===== src/arbc_pkg.sv =====
// shared constants, types, saturation helpers and exponential table for the rbf controller
package arbc_pkg;

    localparam int N_BASIS         = 16;
    localparam int EXP_TABLE_DEPTH = 1024;
    localparam int AW              = $clog2(EXP_TABLE_DEPTH);
    localparam int IW              = $clog2(N_BASIS);
    localparam int DIV_STEPS       = 56;
    localparam int DCW             = $clog2(DIV_STEPS);
    localparam int OPW             = 6;

    localparam logic signed [31:0] WEIGHT_INIT = 32'sd655;

    // configuration register indexes
    localparam logic [7:0] CFG_GAIN_FIRST     = 8'd0;
    localparam logic [7:0] CFG_GAIN_SECOND    = 8'd1;
    localparam logic [7:0] CFG_ADAPT_RATE     = 8'd2;
    localparam logic [7:0] CFG_ROBUST_GAIN    = 8'd3;
    localparam logic [7:0] CFG_LEAKAGE        = 8'd4;
    localparam logic [7:0] CFG_TIME_STEP      = 8'd5;
    localparam logic [7:0] CFG_CENTER_FIRST   = 8'd6;
    localparam logic [7:0] CFG_CENTER_SPACING = 8'd7;

    // sequencer steps; each is also the datapath operation of that cycle
    localparam logic [OPW-1:0] OP_IDLE   = 6'd0;
    localparam logic [OPW-1:0] OP_LOAD   = 6'd1;
    localparam logic [OPW-1:0] OP_DIFF   = 6'd2;
    localparam logic [OPW-1:0] OP_DIV1S  = 6'd3;
    localparam logic [OPW-1:0] OP_DSTEP  = 6'd4;
    localparam logic [OPW-1:0] OP_RATIO  = 6'd5;
    localparam logic [OPW-1:0] OP_M_RR   = 6'd6;
    localparam logic [OPW-1:0] OP_IDX    = 6'd7;
    localparam logic [OPW-1:0] OP_ROMRD  = 6'd8;
    localparam logic [OPW-1:0] OP_PHI    = 6'd9;
    localparam logic [OPW-1:0] OP_M_RP   = 6'd10;
    localparam logic [OPW-1:0] OP_DIV2S  = 6'd11;
    localparam logic [OPW-1:0] OP_DPHI   = 6'd12;
    localparam logic [OPW-1:0] OP_ZERO   = 6'd13;
    localparam logic [OPW-1:0] OP_M_WP   = 6'd14;
    localparam logic [OPW-1:0] OP_ACCF   = 6'd15;
    localparam logic [OPW-1:0] OP_M_WD   = 6'd16;
    localparam logic [OPW-1:0] OP_ACCD   = 6'd17;
    localparam logic [OPW-1:0] OP_M_PP   = 6'd18;
    localparam logic [OPW-1:0] OP_ACCN   = 6'd19;
    localparam logic [OPW-1:0] OP_SC1    = 6'd20;
    localparam logic [OPW-1:0] OP_M_K1Z1 = 6'd21;
    localparam logic [OPW-1:0] OP_ALPHA  = 6'd22;
    localparam logic [OPW-1:0] OP_Z2     = 6'd23;
    localparam logic [OPW-1:0] OP_M_Z2D  = 6'd24;
    localparam logic [OPW-1:0] OP_TAU    = 6'd25;
    localparam logic [OPW-1:0] OP_M_K2Z2 = 6'd26;
    localparam logic [OPW-1:0] OP_USUB1  = 6'd27;
    localparam logic [OPW-1:0] OP_M_DXF  = 6'd28;
    localparam logic [OPW-1:0] OP_UADD1  = 6'd29;
    localparam logic [OPW-1:0] OP_M_K1R  = 6'd30;
    localparam logic [OPW-1:0] OP_UADD2  = 6'd31;
    localparam logic [OPW-1:0] OP_M_KWZ2 = 6'd32;
    localparam logic [OPW-1:0] OP_TMP1   = 6'd33;
    localparam logic [OPW-1:0] OP_M_TPN  = 6'd34;
    localparam logic [OPW-1:0] OP_USUB2  = 6'd35;
    localparam logic [OPW-1:0] OP_M_GT   = 6'd36;
    localparam logic [OPW-1:0] OP_GT     = 6'd37;
    localparam logic [OPW-1:0] OP_M_GP   = 6'd38;
    localparam logic [OPW-1:0] OP_TMP2   = 6'd39;
    localparam logic [OPW-1:0] OP_M_SW   = 6'd40;
    localparam logic [OPW-1:0] OP_INC    = 6'd41;
    localparam logic [OPW-1:0] OP_M_DT   = 6'd42;
    localparam logic [OPW-1:0] OP_WUPD   = 6'd43;
    localparam logic [OPW-1:0] OP_DONE   = 6'd44;

    typedef struct packed {
        logic [OPW-1:0] op;
        logic [IW-1:0]  idx;
    } cmd_t;

    typedef struct packed {
        logic near;
        logic idx_ok;
        logic out_free;
    } status_t;

    typedef logic [16:0] exp_rom_t [EXP_TABLE_DEPTH];

    localparam logic signed [63:0] S32_MAX_W = 64'sd2147483647;
    localparam logic signed [63:0] S32_MIN_W = -64'sd2147483648;

    function automatic logic signed [31:0] sat32(input logic signed [63:0] v);
        if (v > S32_MAX_W) return 32'sh7FFF_FFFF;
        else if (v < S32_MIN_W) return 32'sh8000_0000;
        else return v[31:0];
    endfunction

    function automatic logic ovf32(input logic signed [63:0] v);
        return (v > S32_MAX_W) || (v < S32_MIN_W);
    endfunction

    // exp(-t) over [0,16) from a q30 recurrence on a taylor sum of one step
    function automatic exp_rom_t build_exp_rom();
        exp_rom_t          t;
        logic [63:0]       xq;
        logic [63:0]       term;
        logic [63:0]       q;
        logic signed [63:0] sum;
        xq   = (64'd16 << 30) / 64'(EXP_TABLE_DEPTH);
        term = 64'd1 << 30;
        sum  = $signed(term);
        q    = 64'd1 << 30;
        for (int n = 1; n <= 14; n++) begin
            term = ((term * xq) >> 30) / 64'(n);
            if (n % 2 == 1) sum = sum - $signed(term);
            else sum = sum + $signed(term);
        end
        if (sum < 0) sum = 64'sd0;
        for (int k = 0; k < EXP_TABLE_DEPTH; k++) begin
            t[k] = 17'((q + 64'd8192) >> 14);
            q    = (q * $unsigned(sum) + (64'd1 << 29)) >> 30;
        end
        return t;
    endfunction

endpackage


===== src/arbc_ctrl.sv =====
// sequencer: basis evaluation, control law, weight update; step per unstalled cycle
module arbc_ctrl (
    input  logic              aclk,
    input  logic              aresetn,
    input  logic              s_tvalid,
    output logic              s_tready,
    input  arbc_pkg::status_t status,
    output arbc_pkg::cmd_t    cmd
);
    import arbc_pkg::*;

    logic [OPW-1:0] state_reg, state_next;
    logic [IW-1:0]  i_reg, i_next;
    logic [DCW-1:0] dcnt_reg, dcnt_next;
    logic           div2_reg, div2_next;
    logic           last_basis;

    assign last_basis = (i_reg == IW'(N_BASIS - 1));
    assign s_tready   = (state_reg == OP_IDLE);

    always_comb begin
        cmd.idx = i_reg;
        if (state_reg == OP_IDLE) cmd.op = s_tvalid ? OP_LOAD : OP_IDLE;
        else cmd.op = state_reg;
    end

    always_comb begin
        state_next = state_reg;
        i_next     = i_reg;
        dcnt_next  = dcnt_reg;
        div2_next  = div2_reg;
        unique case (state_reg)
            OP_IDLE: begin
                if (s_tvalid) begin
                    state_next = OP_DIFF;
                    i_next     = '0;
                end
            end
            OP_DIFF:  state_next = OP_DIV1S;
            OP_DIV1S: begin
                dcnt_next = '0;
                div2_next = 1'b0;
                state_next = status.near ? OP_DSTEP : OP_ZERO;
            end
            OP_DSTEP: begin
                if (dcnt_reg == DCW'(DIV_STEPS - 1)) begin
                    state_next = div2_reg ? OP_DPHI : OP_RATIO;
                end else begin
                    dcnt_next = dcnt_reg + 1'b1;
                end
            end
            OP_RATIO: state_next = OP_M_RR;
            OP_M_RR:  state_next = OP_IDX;
            OP_IDX:   state_next = OP_ROMRD;
            OP_ROMRD: state_next = status.idx_ok ? OP_PHI : OP_ZERO;
            OP_PHI:   state_next = OP_M_RP;
            OP_M_RP:  state_next = OP_DIV2S;
            OP_DIV2S: begin
                dcnt_next  = '0;
                div2_next  = 1'b1;
                state_next = OP_DSTEP;
            end
            OP_DPHI:  state_next = OP_M_WP;
            OP_ZERO:  state_next = OP_M_WP;
            OP_M_WP:  state_next = OP_ACCF;
            OP_ACCF:  state_next = OP_M_WD;
            OP_M_WD:  state_next = OP_ACCD;
            OP_ACCD:  state_next = OP_M_PP;
            OP_M_PP:  state_next = OP_ACCN;
            OP_ACCN: begin
                if (last_basis) begin
                    state_next = OP_SC1;
                end else begin
                    i_next     = i_reg + 1'b1;
                    state_next = OP_DIFF;
                end
            end
            OP_SC1:    state_next = OP_M_K1Z1;
            OP_M_K1Z1: state_next = OP_ALPHA;
            OP_ALPHA:  state_next = OP_Z2;
            OP_Z2:     state_next = OP_M_Z2D;
            OP_M_Z2D:  state_next = OP_TAU;
            OP_TAU:    state_next = OP_M_K2Z2;
            OP_M_K2Z2: state_next = OP_USUB1;
            OP_USUB1:  state_next = OP_M_DXF;
            OP_M_DXF:  state_next = OP_UADD1;
            OP_UADD1:  state_next = OP_M_K1R;
            OP_M_K1R:  state_next = OP_UADD2;
            OP_UADD2:  state_next = OP_M_KWZ2;
            OP_M_KWZ2: state_next = OP_TMP1;
            OP_TMP1:   state_next = OP_M_TPN;
            OP_M_TPN:  state_next = OP_USUB2;
            OP_USUB2:  state_next = OP_M_GT;
            OP_M_GT:   state_next = OP_GT;
            OP_GT: begin
                i_next     = '0;
                state_next = OP_M_GP;
            end
            OP_M_GP:  state_next = OP_TMP2;
            OP_TMP2:  state_next = OP_M_SW;
            OP_M_SW:  state_next = OP_INC;
            OP_INC:   state_next = OP_M_DT;
            OP_M_DT:  state_next = OP_WUPD;
            OP_WUPD: begin
                if (last_basis) begin
                    state_next = OP_DONE;
                end else begin
                    i_next     = i_reg + 1'b1;
                    state_next = OP_M_GP;
                end
            end
            OP_DONE: begin
                if (status.out_free) state_next = OP_IDLE;
            end
            default: state_next = OP_IDLE;
        endcase
    end

    always_ff @(posedge aclk) begin
        if (!aresetn) begin
            state_reg <= OP_IDLE;
            i_reg     <= '0;
            dcnt_reg  <= '0;
            div2_reg  <= 1'b0;
        end else begin
            state_reg <= state_next;
            i_reg     <= i_next;
            dcnt_reg  <= dcnt_next;
            div2_reg  <= div2_next;
        end
    end
endmodule


===== config.mk =====
export PLATFORM = sky130hd
export DESIGN_NAME = arbc_ctrl
export DESIGN_NICKNAME = d
export VERILOG_FILES = /design/src/arbc_pkg.sv /design/src/arbc_ctrl.sv
export SDC_FILE = /design/constraint.sdc
export NUM_CORES = 1
export LEC_CHECK = 0
export BUFFER_PORTS_ARGS = -buffer_cell sky130_fd_sc_hd__buf_2
export CAP_MARGIN = 20
export CORE_UTILIZATION = 40
export CTS_BUF_LIST = sky130_fd_sc_hd__clkbuf_16
export DETAILED_ROUTE_END_ITERATION = 10
export PLACE_DENSITY_LB_ADDON = 0.08
export SYNTH_ARGS = -nofsm -noshare
export SYNTH_HDL_FRONTEND = slang
export SYNTH_SLANG_ARGS = --single-unit

===== constraint.sdc =====
create_clock -name aclk -period 3.71 [get_ports aclk]
set_input_delay 0.1855 -clock aclk [delete_from_list [all_inputs] [get_ports aclk]]
set_output_delay 0.1855 -clock aclk [all_outputs]
set_load 0.005 [all_outputs]

==> results of run 1 <==
-- where the power goes --
part	total, uW	switching, uW	leakage (uW)	internal, uW
clock network	216	71.8	0.0000409	144
logic	383	198	0.000365	184
registers	291	88.0	0.000137	203
total	890	358	0.000543	532
-- worst max-delay path, cell delays in order, from the launching register on --
cell and delay (ns):
dfxtp_1 0.88, nand3b_1 0.31, nor4b_1 0.50, nor3_1 0.15
nand3_1 0.19, o21ai_0 0.10
-- cell type report --
| class | count | area share, % |
|---|---|---|
| Clock buffer | 3 | 5.23 |
| Clock inverter | 1 | 0.349 |
| Inverter | 3 | 0.785 |
| Multi-Input combinational cell | 126 | 60.5 |
| Sequential cell | 17 | 23.7 |
| Tap cell | 44 | 3.84 |
| Timing Repair Buffer | 16 | 5.58 |
-- routing by layer --
| layer | global-route usage [%] | wire [um] | vias up | part of all wire [%] |
|---|---|---|---|---|
| met5 | 0 | 0 | - | 0 |
| met4 | 4.08 | 27 | 0 | 0.89 |
| met3 | 4.80 | 123 | 4 | 4.1 |
| met2 | 28.7 | 1390 | 28 | 46 |
| met1 | 26.6 | 1470 | 569 | 49 |
| li1 | - | - | 607 | - |
-- placed cells by master, fill, tap and decap left out, drive strengths merged, types with 5 or more instances in the layout --
| cell | Yosys | routed |
|---|---|---|
| dfxtp | 17 | 17 |
| buf | 9 | 16 |
| nand2 | 13 | 13 |
| nor2 | 11 | 11 |
| a21oi | 10 | 10 |
| o21ai | 9 | 9 |
| nor3 | 9 | 9 |
| mux2i | 6 | 6 |
| nand3b | 5 | 5 |
-- kinds of logic after synthesis --
group           after synthesis  synth area share [%]
xor+xnor                      5                  3.35
flops                        17                  26.0
buf+inv                      21                  7.56
compound gates               42                  22.1
fa+ha+maj                     2                  1.91
simple gates                 71                  34.5
mux                           6                  4.59
-- path summary, 6_finish.rpt --
check | startpoint | to
max | state_reg[5]$_SDFFE_PN0P_ | state_reg[3]$_SDFFE_PN0P_
min | status[0] | state_reg[3]$_SDFFE_PN0P_
max reg2reg | state_reg[5]$_SDFFE_PN0P_ | state_reg[3]$_SDFFE_PN0P_
min reg2reg | i_reg[1]$_SDFFE_PN0P_ | i_reg[1]$_SDFFE_PN0P_
-- through the flow --
step	power, uW	cell area (um2)
final	890	1440
after global routing	954	1440
after CTS	892	1440
after detailed placement	674	1360
after global placement	677	1360
after floorplan	607	1310
==> flow_summary.html, run 1 <==
<table>
<tr><th>Metric</th><th>Value</th></tr>
<tr><th colspan="2">STA</th></tr>
<tr><td>Max-slew headroom</td><td>a little over two fifths</td></tr>
<tr><td>Achievable Freq</td><td>445 MHz</td></tr>
<tr><td>Max Transition Viols Final</td><td>0</td></tr>
<tr><td>Share of the cycle needed by the critical path after routing</td><td>about three fifths</td></tr>
<tr><td>Setup violations, final</td><td>0</td></tr>
<tr><td>Min Clock Period, post-route</td><td>between 2 and 2.5 ns</td></tr>
<tr><td>Final total negative setup slack</td><td>0 ns</td></tr>
<tr><td>Number of endpoints with negative hold slack in the final report</td><td>0</td></tr>
<tr><td>Hold_ws</td><td>between 0.2 and 0.3 ns</td></tr>
<tr><td>Setup repair after global routing missed its margin</td><td>no</td></tr>
<tr><td>Maximum clock skew at final layout</td><td>roughly 0.0047 ns</td></tr>
<tr><td>Slew at the pin with the worst max-slew slack</td><td>0.856 ns</td></tr>
<tr><td>Smallest setup slack after layout</td><td>about 1.5 ns</td></tr>
<tr><th colspan="2">Placement</th></tr>
<tr><td>Dpl hpwl</td><td>2090 um</td></tr>
<tr><td>Worst slack at placement</td><td>around 1.5 ns</td></tr>
<tr><td>Routability congestion estimate</td><td>between 0.7 and 0.8</td></tr>
<tr><td>Inst Count DP</td><td>about 210</td></tr>
<tr><td>Number of buffers inserted by port buffering</td><td>16</td></tr>
<tr><th colspan="2">Global routing</th></tr>
<tr><td>Global-route wire length before repair</td><td>5040 um</td></tr>
<tr><td>Global-route usage over all layers</td><td>between 10% and 20%</td></tr>
<tr><td>Antenna violations before repair</td><td>0</td></tr>
<tr><td>Global-route congestion overflow total</td><td>0</td></tr>
<tr><td>Largest net degree at the start of global routing</td><td>27</td></tr>
<tr><td>Via count of the first global-routing pass</td><td>around 1100</td></tr>
<tr><th colspan="2">Critical path</th></tr>
<tr><td>Required time of the critical path</td><td>3.84 ns</td></tr>
<tr><td>CP Max Fanout</td><td>25</td></tr>
<tr><td>Critical path capture point type</td><td>flip-flop</td></tr>
<tr><td>R2R Setup Slk</td><td>approximately 1.5 ns</td></tr>
<tr><td>Critical Path Start Type</td><td>flip-flop</td></tr>
<tr><td>Length in cells of the worst reg-to-reg path</td><td>5</td></tr>
<tr><td>Crit Path Category</td><td>reg2reg</td></tr>
<tr><td>Data arrival time at the worst-slack endpoint</td><td>between 2 and 2.5 ns</td></tr>
<tr><th colspan="2">Detailed routing</th></tr>
<tr><td>Routed wire length per instance</td><td>14.4 um</td></tr>
<tr><td>Number of violations reported at the end of detailed-routing iteration 0</td><td>67</td></tr>
<tr><td>Number of vias in the routed layout</td><td>between 1000 and 1500</td></tr>
<tr><td>Pre-Repair DR Iteration Count</td><td>4</td></tr>
<tr><td>Post-DRT Antenna Nets</td><td>0</td></tr>
<tr><td>Drt drc</td><td>0</td></tr>
<tr><td>Detail-routed via count per cell</td><td>between 5 and 6</td></tr>
<tr><td>Final wirelength</td><td>3020 um</td></tr>
<tr><th colspan="2">Floorplan</th></tr>
<tr><td>Row cnt</td><td>20</td></tr>
<tr><td>I/O pin count</td><td>17</td></tr>
<tr><td>Floorplan die height</td><td>around 59 um</td></tr>
<tr><td>Initial standard-cell utilization of the core</td><td>a little over two fifths</td></tr>
<tr><td>Core outline area</td><td>3080 um2</td></tr>
<tr><td>Die Footprint</td><td>about 3500 um2</td></tr>
<tr><td>Die X</td><td>59.2 um</td></tr>
<tr><th colspan="2">Yosys</th></tr>
<tr><td>FFs w/ async S/R, synth</td><td>0%</td></tr>
<tr><td>Most used standard cells in the synthesized netlist</td><td>17 x dfxtp_1, 13 x nand2_1, 10 x a21oi_1</td></tr>
<tr><td>Syn. warnings</td><td>0</td></tr>
<tr><td>Area share of the largest cell type after synthesis</td><td>a little over a quarter</td></tr>
<tr><td>Syn Inst Count</td><td>between 150 and 200</td></tr>
<tr><td>Synth area leader</td><td>dfxtp_1</td></tr>
<tr><td>Count of cell types in the netlist</td><td>between 50 and 60</td></tr>
<tr><td>Leading post-synthesis cells by cell area</td><td>dfxtp_1 26%, mux2i_1 4.6%, a21oi_1 3.8%, nand2_1 3.7%, o21ai_0 3.4%</td></tr>
<tr><td>Seq/Total Area, Yosys</td><td>between 20% and 30%</td></tr>
<tr><td>Number of enable-type register cells in the synthesized netlist</td><td>0</td></tr>
<tr><td>Flop and latch count out of synthesis</td><td>17</td></tr>
<tr><td>Average footprint of a synthesized cell</td><td>7.97 um2</td></tr>
<tr><td>Most frequently used cell type in the post-synthesis netlist</td><td>dfxtp_1</td></tr>
<tr><td>Number of nets produced by synthesis</td><td>172</td></tr>
<tr><td>Summed instance area of the synthesized netlist</td><td>roughly 1300 um2</td></tr>
<tr><td>Most frequently used flop master after synthesis</td><td>dfxtp_1</td></tr>
<tr><th colspan="2">Hold path</th></tr>
<tr><td>Worst Hold Depth</td><td>4</td></tr>
<tr><td>Worst min-delay path class</td><td>in2reg</td></tr>
<tr><th colspan="2">Power and ir drop</th></tr>
<tr><td>Max IR drop VDD</td><td>approximately 0.00030 V</td></tr>
<tr><td>Leakage dissipation</td><td>approximately 0.00054 uW</td></tr>
<tr><td>Power density over cell area</td><td>620 nW/um2</td></tr>
<tr><th colspan="2">Final layout</th></tr>
<tr><td>NumNets Final</td><td>175</td></tr>
<tr><td>Non-filler instance count after layout</td><td>210</td></tr>
<tr><td>Final Util</td><td>a little under half</td></tr>
<tr><td>Area used by multi-input combinational logic</td><td>868 um2</td></tr>
<tr><td>Total area of sequential cells</td><td>around 340 um2</td></tr>
<tr><td>P&amp;R area growth vs syn</td><td>9.76%</td></tr>
<tr><td>Antenna diodes</td><td>0</td></tr>
<tr><td>Share of layout cells above drive strength 1</td><td>about a fifth</td></tr>
<tr><td>Fill count</td><td>~320</td></tr>
<tr><th colspan="2">Run status</th></tr>
<tr><td>Result of the run</td><td>completed</td></tr>
<tr><th colspan="2">CTS</th></tr>
<tr><td>Maximum clock insertion buffer count</td><td>2</td></tr>
<tr><td>Clock transition time at the flip-flop clock pins of the worst setup and hold paths</td><td>roughly 0.05 ns</td></tr>
<tr><td>Clock tree root buffer cell</td><td>clkbuf_16</td></tr>
<tr><td>TritonCTS sink count</td><td>17</td></tr>
<tr><td>Number of H-tree levels</td><td>1</td></tr>
<tr><td>TritonCTS clock tree</td><td>yes</td></tr>
<tr><td>Setup fix buffers added after clock tree synthesis</td><td>0</td></tr>
<tr><td>Hold buffer count at cts</td><td>0</td></tr>
<tr><td>CTS Buf Count</td><td>3</td></tr>
<tr><td>Gates resized, CTS repair</td><td>0</td></tr>
<tr><td>Clock latency at the later pin of the worst-skew pair</td><td>about 0.25 ns</td></tr>
<tr><th colspan="2">Run</th></tr>
<tr><td>Number of violations of the max-capacitance limit</td><td>0</td></tr>
</table>
Power figures use the tool's default switching activity.
==> run 2, diff against run 1 <==
Settings changed: ABC_AREA set to 1.
Clock period 3.71 ns to 2.35 ns, I/O delays scaled along.
==> flow_summary.html, run 2 <==
<table>
<tr><th>Metric</th><th>Value</th></tr>
<tr><th colspan="2">Run status</th></tr>
<tr><td>Result of the run</td><td>completed</td></tr>
<tr><th colspan="2">Floorplan</th></tr>
<tr><td>Die X</td><td>59.6 um</td></tr>
<tr><td>Row cnt</td><td>20</td></tr>
<tr><td>Floorplan die height</td><td>~60 um</td></tr>
<tr><td>Die Footprint</td><td>3550 um2</td></tr>
<tr><td>Initial standard-cell utilization of the core</td><td>approximately 43%</td></tr>
<tr><td>I/O pin count</td><td>17</td></tr>
<tr><td>Core outline area</td><td>3100 um2</td></tr>
<tr><th colspan="2">Yosys</th></tr>
<tr><td>Area share of the largest cell type after synthesis</td><td>between 20% and 30%</td></tr>
<tr><td>Count of cell types in the netlist</td><td>29</td></tr>
<tr><td>Syn Inst Count</td><td>around 220</td></tr>
<tr><td>Number of enable-type register cells in the synthesized netlist</td><td>0</td></tr>
<tr><td>Synth area leader</td><td>dfxtp_1</td></tr>
<tr><td>FFs w/ async S/R, synth</td><td>0%</td></tr>
<tr><td>Most frequently used flop master after synthesis</td><td>dfxtp_1</td></tr>
<tr><td>Number of nets produced by synthesis</td><td>roughly 230</td></tr>
<tr><td>Average footprint of a synthesized cell</td><td>6.00 um2</td></tr>
<tr><td>Seq/Total Area, Yosys</td><td>25.7%</td></tr>
<tr><td>Summed instance area of the synthesized netlist</td><td>1330 um2</td></tr>
<tr><td>Most frequently used cell type in the post-synthesis netlist</td><td>nand2_1</td></tr>
<tr><td>Leading post-synthesis cells by cell area</td><td>dfxtp_1 26%, nand3_1 15%, nand2_1 14%, nor2_1 7.9%, a21oi_1 5.3%</td></tr>
<tr><td>Most used standard cells in the synthesized netlist</td><td>49 x nand2_1, 39 x nand3_1, 28 x nor2_1</td></tr>
<tr><td>Flop and latch count out of synthesis</td><td>17</td></tr>
<tr><td>Syn. warnings</td><td>0</td></tr>
<tr><th colspan="2">Critical path</th></tr>
<tr><td>Critical Path Start Type</td><td>flip-flop</td></tr>
<tr><td>Peak per-stage delay on the critical path</td><td>roughly 0.44 ns</td></tr>
<tr><td>Critical Path, Cell by Cell</td><td>nor2_2 &gt; nand3_1 &gt; inv_1 &gt; nand2_1 &gt; nand2_1 &gt; buf_2</td></tr>
<tr><td>Crit Path Category</td><td>reg2out</td></tr>
<tr><td>Worst reg2reg path endpoint</td><td>dcnt_reg[5]$_SDFFE_PN0P_</td></tr>
<tr><td>Critical path capture point type</td><td>output pin</td></tr>
<tr><td>Launching point of the worst reg2reg path</td><td>state_reg[4]$_SDFFE_PN0P_</td></tr>
<tr><td>Length in cells of the worst reg-to-reg path</td><td>8</td></tr>
<tr><td>R2R Setup Slk</td><td>0.59 ns</td></tr>
<tr><td>Cell with the biggest individual delay on the critical path</td><td>nor2_2</td></tr>
<tr><td>Critical path's most frequent cell</td><td>nand2_1</td></tr>
<tr><td>Data arrival time at the worst-slack endpoint</td><td>1.68 ns</td></tr>
<tr><td>CP Max Fanout</td><td>11</td></tr>
<tr><td>Required time of the critical path</td><td>2.23 ns</td></tr>
<tr><th colspan="2">STA</th></tr>
<tr><td>Max Transition Viols Final</td><td>0</td></tr>
<tr><td>Min Clock Period, post-route</td><td>~1.8 ns</td></tr>
<tr><td>Achievable Freq</td><td>approximately 560 MHz</td></tr>
<tr><td>Hold_ws</td><td>~0.14 ns</td></tr>
<tr><td>Slew at the pin with the worst max-slew slack</td><td>approximately 0.50 ns</td></tr>
<tr><td>Final total negative setup slack</td><td>0 ns</td></tr>
<tr><td>Share of the cycle needed by the critical path after routing</td><td>roughly 76%</td></tr>
<tr><td>Number of endpoints with negative hold slack in the final report</td><td>0</td></tr>
<tr><td>Maximum clock skew at final layout</td><td>approximately 0.0058 ns</td></tr>
<tr><td>Setup violations, final</td><td>0</td></tr>
<tr><td>Smallest setup slack after layout</td><td>0.552 ns</td></tr>
<tr><td>Setup repair after global routing missed its margin</td><td>no</td></tr>
<tr><td>Max-slew headroom</td><td>66.4%</td></tr>
<tr><th colspan="2">Final layout</th></tr>
<tr><td>Most common cell after layout, fill and taps aside</td><td>nand2_1</td></tr>
<tr><td>P&amp;R area growth vs syn</td><td>15.0%</td></tr>
<tr><td>Commonest non-fill, non-tap cells in the layout</td><td>49 x nand2_1, 39 x nand3_1, 28 x nor2_1</td></tr>
<tr><td>NumNets Final</td><td>244</td></tr>
<tr><td>Share of layout cells above drive strength 1</td><td>20.0%</td></tr>
<tr><td>Antenna diodes</td><td>0</td></tr>
<tr><th colspan="2">Global routing</th></tr>
<tr><td>Global-route wire length before repair</td><td>approximately 6000 um</td></tr>
<tr><td>Largest net degree at the start of global routing</td><td>12</td></tr>
<tr><td>Global-route usage over all layers</td><td>between 20% and 30%</td></tr>
<tr><td>Antenna violations before repair</td><td>0</td></tr>
<tr><td>Via count of the first global-routing pass</td><td>around 1300</td></tr>
<tr><td>Global-route congestion overflow total</td><td>0</td></tr>
<tr><th colspan="2">Power and ir drop</th></tr>
<tr><td>Power density over cell area</td><td>between 700 and 800 nW/um2</td></tr>
<tr><td>Overall power of the completed layout</td><td>1200 uW</td></tr>
<tr><td>Max IR drop VDD</td><td>~0.00041 V</td></tr>
<tr><td>Leakage dissipation</td><td>roughly 0.00071 uW</td></tr>
<tr><th colspan="2">CTS</th></tr>
<tr><td>TritonCTS clock tree</td><td>yes</td></tr>
<tr><td>Clock tree root buffer cell</td><td>clkbuf_16</td></tr>
<tr><td>Number of H-tree levels</td><td>1</td></tr>
<tr><td>Setup fix buffers added after clock tree synthesis</td><td>0</td></tr>
<tr><td>Gates resized, CTS repair</td><td>0</td></tr>
<tr><td>Clock transition time at the flip-flop clock pins of the worst setup and hold paths</td><td>approximately 0.06 ns</td></tr>
<tr><td>Maximum clock insertion buffer count</td><td>2</td></tr>
<tr><td>TritonCTS sink count</td><td>17</td></tr>
<tr><td>Clock latency at the later pin of the worst-skew pair</td><td>~0.26 ns</td></tr>
<tr><td>CTS Buf Count</td><td>3</td></tr>
<tr><td>Hold buffer count at cts</td><td>0</td></tr>
<tr><th colspan="2">Hold path</th></tr>
<tr><td>Sink of the worst hold path</td><td>dcnt_reg[0]$_SDFFE_PN0P_</td></tr>
<tr><td>Worst Hold Depth</td><td>3</td></tr>
<tr><td>Hold Startpoint</td><td>aresetn</td></tr>
<tr><td>Worst min-delay path class</td><td>in2reg</td></tr>
<tr><th colspan="2">Detailed routing</th></tr>
<tr><td>Uppermost metal layer occupied by signal nets</td><td>met4</td></tr>
<tr><td>Drt drc</td><td>0</td></tr>
<tr><td>Number of violations reported at the end of detailed-routing iteration 0</td><td>~140</td></tr>
<tr><td>Met2 layer wire length in the routed design</td><td>1620 um</td></tr>
<tr><td>Total met3 wirelength after detailed routing</td><td>between 300 and 400 um</td></tr>
<tr><td>Post-DRT Antenna Nets</td><td>0</td></tr>
<tr><td>Wire length on met1</td><td>1680 um</td></tr>
<tr><td>Pre-Repair DR Iteration Count</td><td>4</td></tr>
<tr><td>Detail-routed via count per cell</td><td>5.52</td></tr>
<tr><td>Number of vias in the routed layout</td><td>roughly 1500</td></tr>
<tr><td>Routed wire length per instance</td><td>around 13 um</td></tr>
<tr><td>Final wirelength</td><td>between 3000 and 4000 um</td></tr>
<tr><th colspan="2">Placement</th></tr>
<tr><td>Worst slack at placement</td><td>slightly above 0.6 ns</td></tr>
<tr><td>Dpl hpwl</td><td>2760 um</td></tr>
<tr><td>Number of buffers inserted by port buffering</td><td>16</td></tr>
<tr><td>Routability congestion estimate</td><td>~0.9</td></tr>
<tr><th colspan="2">Run</th></tr>
<tr><td>Number of violations of the max-capacitance limit</td><td>0</td></tr>
</table>
## run 2: worst max-delay path: cells and delay by family (launching register included)
| family | cells | cell delay, ns |
|---|---|---|
| buf+inv | 2 | 0.23 |
| flops | 1 | 0.36 |
| simple gates | 4 | 0.83 |
## run 2: layer usage
metal  GRT usage, %  vias up
met1           31.1      680
met4           8.64        0
met5              0        -
li1               -      764
met3           4.80        9
met2           33.9       86
## run 2: logic make-up after synthesis
family	count (synthesis)	synth area share (%)
XOR/XNOR	2	1.32
AND/OR/NAND/NOR	145	51.2
buffers and inverters	29	8.59
AO/OA/AOI/OAI	26	11.3
adder cells (fa/ha/maj)	2	1.89
flip-flops	17	25.7
## run 2: area by class of cell
cell class | count | area, um2
fill | 334 | 1580
multi-input combinational | 175 | 871
sequential | 17 | 340
timing repair buffer | 19 | 103
clock buffer | 3 | 75.1
inverter | 20 | 75.1
tap | 44 | 55.1
clock inverter | 1 | 5.00
## run 2: worst max-delay path by stage
stage | start | end | slack [ns] | cells past startpoint
finish | state_reg[4]$_SDFFE_PN0P_ | cmd[4] | 0.55 | 6
detailed placement | state_reg[4]$_SDFFE_PN0P_ | dcnt_reg[5]$_SDFFE_PN0P_ | 0.62 | 8
global route | state_reg[4]$_SDFFE_PN0P_ | cmd[4] | 0.42 | 6
CTS | state_reg[4]$_SDFFE_PN0P_ | cmd[4] | 0.60 | 6
floorplan | state_reg[0]$_SDFFE_PN0P_ | dcnt_reg[5]$_SDFFE_PN0P_ | 1.01 | 8
global placement | state_reg[4]$_SDFFE_PN0P_ | dcnt_reg[5]$_SDFFE_PN0P_ | 0.66 | 8
## run 2: power breakdown
part	internal, uW	leakage [uW]	switching (uW)	total [uW]
sequential	314	0.000137	36.3	350
combinational	148	0.000527	338	486
clock	229	0.0000409	132	361
## run 2: per-stage QoR
stage | area (um2) | util [%] | std cells
floorplan | 1330 | - | 221
global placement | 1440 | 46.5 | 275
detailed placement | 1440 | 46.5 | 275
CTS | 1520 | 49.1 | 279
global route | 1520 | 49.1 | 279
finish | 1520 | 49.1 | 279
==> run 3, diff against run 2 <==
Settings changed: ABC_AREA 1 to 0.
Clock period 2.35 ns to 1.75 ns, I/O delays scaled along.
==> flow_summary.html, run 3 (synthesis results as in run 1) <==
<table>
<tr><th>Metric</th><th>Value</th></tr>
<tr><th colspan="2">Run status</th></tr>
<tr><td>Result of the run</td><td>finished, violations left</td></tr>
<tr><td>Violated checks</td><td>setup timing</td></tr>
<tr><th colspan="2">Final layout</th></tr>
<tr><td>Most common cell after layout, fill and taps aside</td><td>buf_4</td></tr>
<tr><td>Fill count</td><td>300</td></tr>
<tr><td>Commonest non-fill, non-tap cells in the layout</td><td>25 x buf_4, 16 x buf_2, 13 x nand2_1</td></tr>
<tr><td>P&amp;R area growth vs syn</td><td>28.7%</td></tr>
<tr><td>Share of layout cells above drive strength 1</td><td>between 30% and 40%</td></tr>
<tr><td>Antenna diodes</td><td>0</td></tr>
<tr><td>NumNets Final</td><td>200</td></tr>
<tr><th colspan="2">Hold path</th></tr>
<tr><td>Worst Hold Depth</td><td>3</td></tr>
<tr><td>Hold Startpoint</td><td>aresetn</td></tr>
<tr><td>Worst min-delay path class</td><td>in2reg</td></tr>
<tr><td>Sink of the worst hold path</td><td>state_reg[3]$_SDFFE_PN0P_</td></tr>
<tr><th colspan="2">Floorplan</th></tr>
<tr><td>I/O pin count</td><td>17</td></tr>
<tr><td>Row cnt</td><td>20</td></tr>
<tr><td>Initial standard-cell utilization of the core</td><td>between 40% and 50%</td></tr>
<tr><td>Die X</td><td>a little under 60 um</td></tr>
<tr><td>Die Footprint</td><td>about 3500 um2</td></tr>
<tr><td>Floorplan die height</td><td>between 50 and 60 um</td></tr>
<tr><td>Core outline area</td><td>around 3000 um2</td></tr>
<tr><th colspan="2">Critical path</th></tr>
<tr><td>Critical Path, Cell by Cell</td><td>or4_4 &gt; nor4_4 &gt; buf_4 &gt; a211oi_4 &gt; a21o_1 &gt; and3b_1</td></tr>
<tr><td>Critical Path Start Type</td><td>flip-flop</td></tr>
<tr><td>Launching point of the worst reg2reg path</td><td>state_reg[3]$_SDFFE_PN0P_</td></tr>
<tr><td>Data arrival time at the worst-slack endpoint</td><td>1.91 ns</td></tr>
<tr><td>R2R Setup Slk</td><td>-0.01 ns</td></tr>
<tr><td>Length in cells of the worst reg-to-reg path</td><td>6</td></tr>
<tr><td>Worst reg2reg path endpoint</td><td>i_reg[3]$_SDFFE_PN0P_</td></tr>
<tr><td>Crit Path Category</td><td>reg2reg</td></tr>
<tr><td>Critical path capture point type</td><td>flip-flop</td></tr>
<tr><td>Peak per-stage delay on the critical path</td><td>approximately 0.60 ns</td></tr>
<tr><td>CP Max Fanout</td><td>5</td></tr>
<tr><td>Required time of the critical path</td><td>1.89 ns</td></tr>
<tr><td>Cell with the biggest individual delay on the critical path</td><td>or4_4</td></tr>
<tr><th colspan="2">STA</th></tr>
<tr><td>Number of endpoints with negative hold slack in the final report</td><td>0</td></tr>
<tr><td>Maximum clock skew at final layout</td><td>approximately 0.0043 ns</td></tr>
<tr><td>Slew at the pin with the worst max-slew slack</td><td>between 0.4 and 0.5 ns</td></tr>
<tr><td>Max Transition Viols Final</td><td>0</td></tr>
<tr><td>Smallest setup slack after layout</td><td>-0.0116 ns</td></tr>
<tr><td>Max-slew headroom</td><td>between 70% and 80%</td></tr>
<tr><td>Setup violations, final</td><td>1</td></tr>
<tr><td>Achievable Freq</td><td>568 MHz</td></tr>
<tr><td>Final total negative setup slack</td><td>-0.0116 ns</td></tr>
<tr><td>Min Clock Period, post-route</td><td>approximately 1.8 ns</td></tr>
<tr><td>Setup repair after global routing missed its margin</td><td>yes</td></tr>
<tr><td>Share of the cycle needed by the critical path after routing</td><td>101%</td></tr>
<tr><th colspan="2">CTS</th></tr>
<tr><td>TritonCTS sink count</td><td>17</td></tr>
<tr><td>TritonCTS clock tree</td><td>yes</td></tr>
<tr><td>CTS Buf Count</td><td>3</td></tr>
<tr><td>Number of H-tree levels</td><td>1</td></tr>
<tr><td>Clock latency at the later pin of the worst-skew pair</td><td>0.25 ns</td></tr>
<tr><td>Clock transition time at the flip-flop clock pins of the worst setup and hold paths</td><td>approximately 0.05 ns</td></tr>
<tr><td>Maximum clock insertion buffer count</td><td>2</td></tr>
<tr><td>Hold buffer count at cts</td><td>0</td></tr>
<tr><td>Clock tree root buffer cell</td><td>clkbuf_16</td></tr>
<tr><th colspan="2">Power and ir drop</th></tr>
<tr><td>Max IR drop VDD</td><td>0.000897 V</td></tr>
<tr><td>Net Sw Frac</td><td>38.9%</td></tr>
<tr><td>Relative contribution of combinational cells to total power</td><td>~56%</td></tr>
<tr><td>Internal Dissipation</td><td>between 1000 and 1500 uW</td></tr>
<tr><td>Seq pwr share</td><td>approximately a quarter</td></tr>
<tr><td>Fraction of power consumed by the clock network</td><td>21.0%</td></tr>
<tr><td>Power density over cell area</td><td>roughly 1300 nW/um2</td></tr>
<tr><td>Leakage dissipation</td><td>approximately 0.0007 uW</td></tr>
<tr><td>Switch Pwr</td><td>856 uW</td></tr>
<tr><th colspan="2">Global routing</th></tr>
<tr><td>Via count of the first global-routing pass</td><td>~1200</td></tr>
<tr><td>Largest net degree at the start of global routing</td><td>19</td></tr>
<tr><td>Antenna violations before repair</td><td>0</td></tr>
<tr><td>Global-route wire length before repair</td><td>between 5000 and 6000 um</td></tr>
<tr><td>Global-route congestion overflow total</td><td>0</td></tr>
<tr><td>Global-route usage over all layers</td><td>a little over a fifth</td></tr>
<tr><th colspan="2">Detailed routing</th></tr>
<tr><td>Number of vias in the routed layout</td><td>between 1000 and 1500</td></tr>
<tr><td>Routed wire length per instance</td><td>14.2 um</td></tr>
<tr><td>Number of violations reported at the end of detailed-routing iteration 0</td><td>~60</td></tr>
<tr><td>Drt drc</td><td>0</td></tr>
<tr><td>Post-DRT Antenna Nets</td><td>0</td></tr>
<tr><td>Final wirelength</td><td>around 3300 um</td></tr>
<tr><td>Detail-routed via count per cell</td><td>roughly 5.6</td></tr>
<tr><td>Pre-Repair DR Iteration Count</td><td>4</td></tr>
<tr><th colspan="2">Placement</th></tr>
<tr><td>Routability congestion estimate</td><td>~0.86</td></tr>
<tr><td>Number of buffers inserted by port buffering</td><td>16</td></tr>
<tr><td>Dpl hpwl</td><td>approximately 2600 um</td></tr>
<tr><td>Worst slack at placement</td><td>-0.0444 ns</td></tr>
<tr><th colspan="2">Run</th></tr>
<tr><td>Number of violations of the max-capacitance limit</td><td>0</td></tr>
</table>
-- run 3: changes by cell type in the layout (fill, tap and decap cells not counted), sizes merged, moves of 5 or more --
cell   before  now
a21oi      15   10
buf        19   41
inv        20    3
mux2i       0    6
nand2      55   13
nand3      41    3
nor2       36   11
-- run 3: power by group through the flow --
| stage | sequential [uW] | clock (uW) | combinational (uW) |
|---|---|---|---|
| after floorplan | 471 | 0 | 816 |
| after global placement | 506 | 0 | 1100 |
| after detailed placement | 511 | 0 | 1110 |
| after CTS | 503 | 473 | 1200 |
| after global routing | 520 | 484 | 1350 |
| final | 517 | 463 | 1220 |
-- run 3: critical path: cells and delay by family, from the launching register on --
kind	cells	cell delay, ns
AND/OR/NAND/NOR	3	0.93
flip-flops	1	0.34
AO/OA/AOI/OAI	2	0.23
buffers and inverters	1	0.17
-- run 3: timing repair --
action	4_1_cts	5_1_grt
hold endpoints to repair	0	0
resized for setup	4	11
endpoints found under the setup margin	8	12
pin swaps	0	4
setup buffers	3	0
-- run 3: routing by layer --
layer  global-route usage (%)  vias to the layer above  share of wire [%]
li1                         -                      657                  -
met1                     29.9                      618                 47
met2                     35.1                       34                 47
met3                     1.53                        6                4.5
met4                     7.82                        0                1.5
met5                        0                        -                  0
-- run 3: worst max-delay path by stage --
stage | startpoint | endpoint | slack [ns] | depth (start not counted)
floorplan | i_reg[1]$_SDFFE_PN0P_ | i_reg[2]$_SDFFE_PN0P_ | 0.02 | 6
global placement | state_reg[3]$_SDFFE_PN0P_ | state_reg[2]$_SDFFE_PN0P_ | -0.02 | 5
detailed placement | state_reg[4]$_SDFFE_PN0P_ | i_reg[0]$_SDFFE_PN0P_ | -0.04 | 5
CTS | state_reg[3]$_SDFFE_PN0P_ | cmd[4] | 0.002 | 4
global route | state_reg[4]$_SDFFE_PN0P_ | i_reg[0]$_SDFFE_PN0P_ | -0.08 | 5
finish | state_reg[3]$_SDFFE_PN0P_ | i_reg[3]$_SDFFE_PN0P_ | -0.01 | 6
-- run 3: final cells by class --
class / count / area [um2] / area share, %
clock inverter: 1 / 5.00 / 0.297
multi-input combinational: 126 / 917 / 54.5
sequential: 17 / 352 / 20.9
timing repair buffer: 41 / 268 / 15.9
clock buffer: 3 / 75.1 / 4.46
inverter: 3 / 11.3 / 0.669
tap: 44 / 55.1 / 3.27
-- run 3: per-stage QoR --
step           instance area [um2]  instances  total power [uW]  utilization [%]  hold slack (ns)
2_1_floorplan                 1320        164              1290                -            0.255
3_3_place_gp                  1530        228              1610             49.7            0.450
3_5_place_dp                  1530        228              1620             49.7            0.462
4_1_cts                       1650        235              2170             53.5            0.192
5_1_grt                       1680        235              2350             54.7            0.227
6_report                      1680        235              2200             54.7            0.201
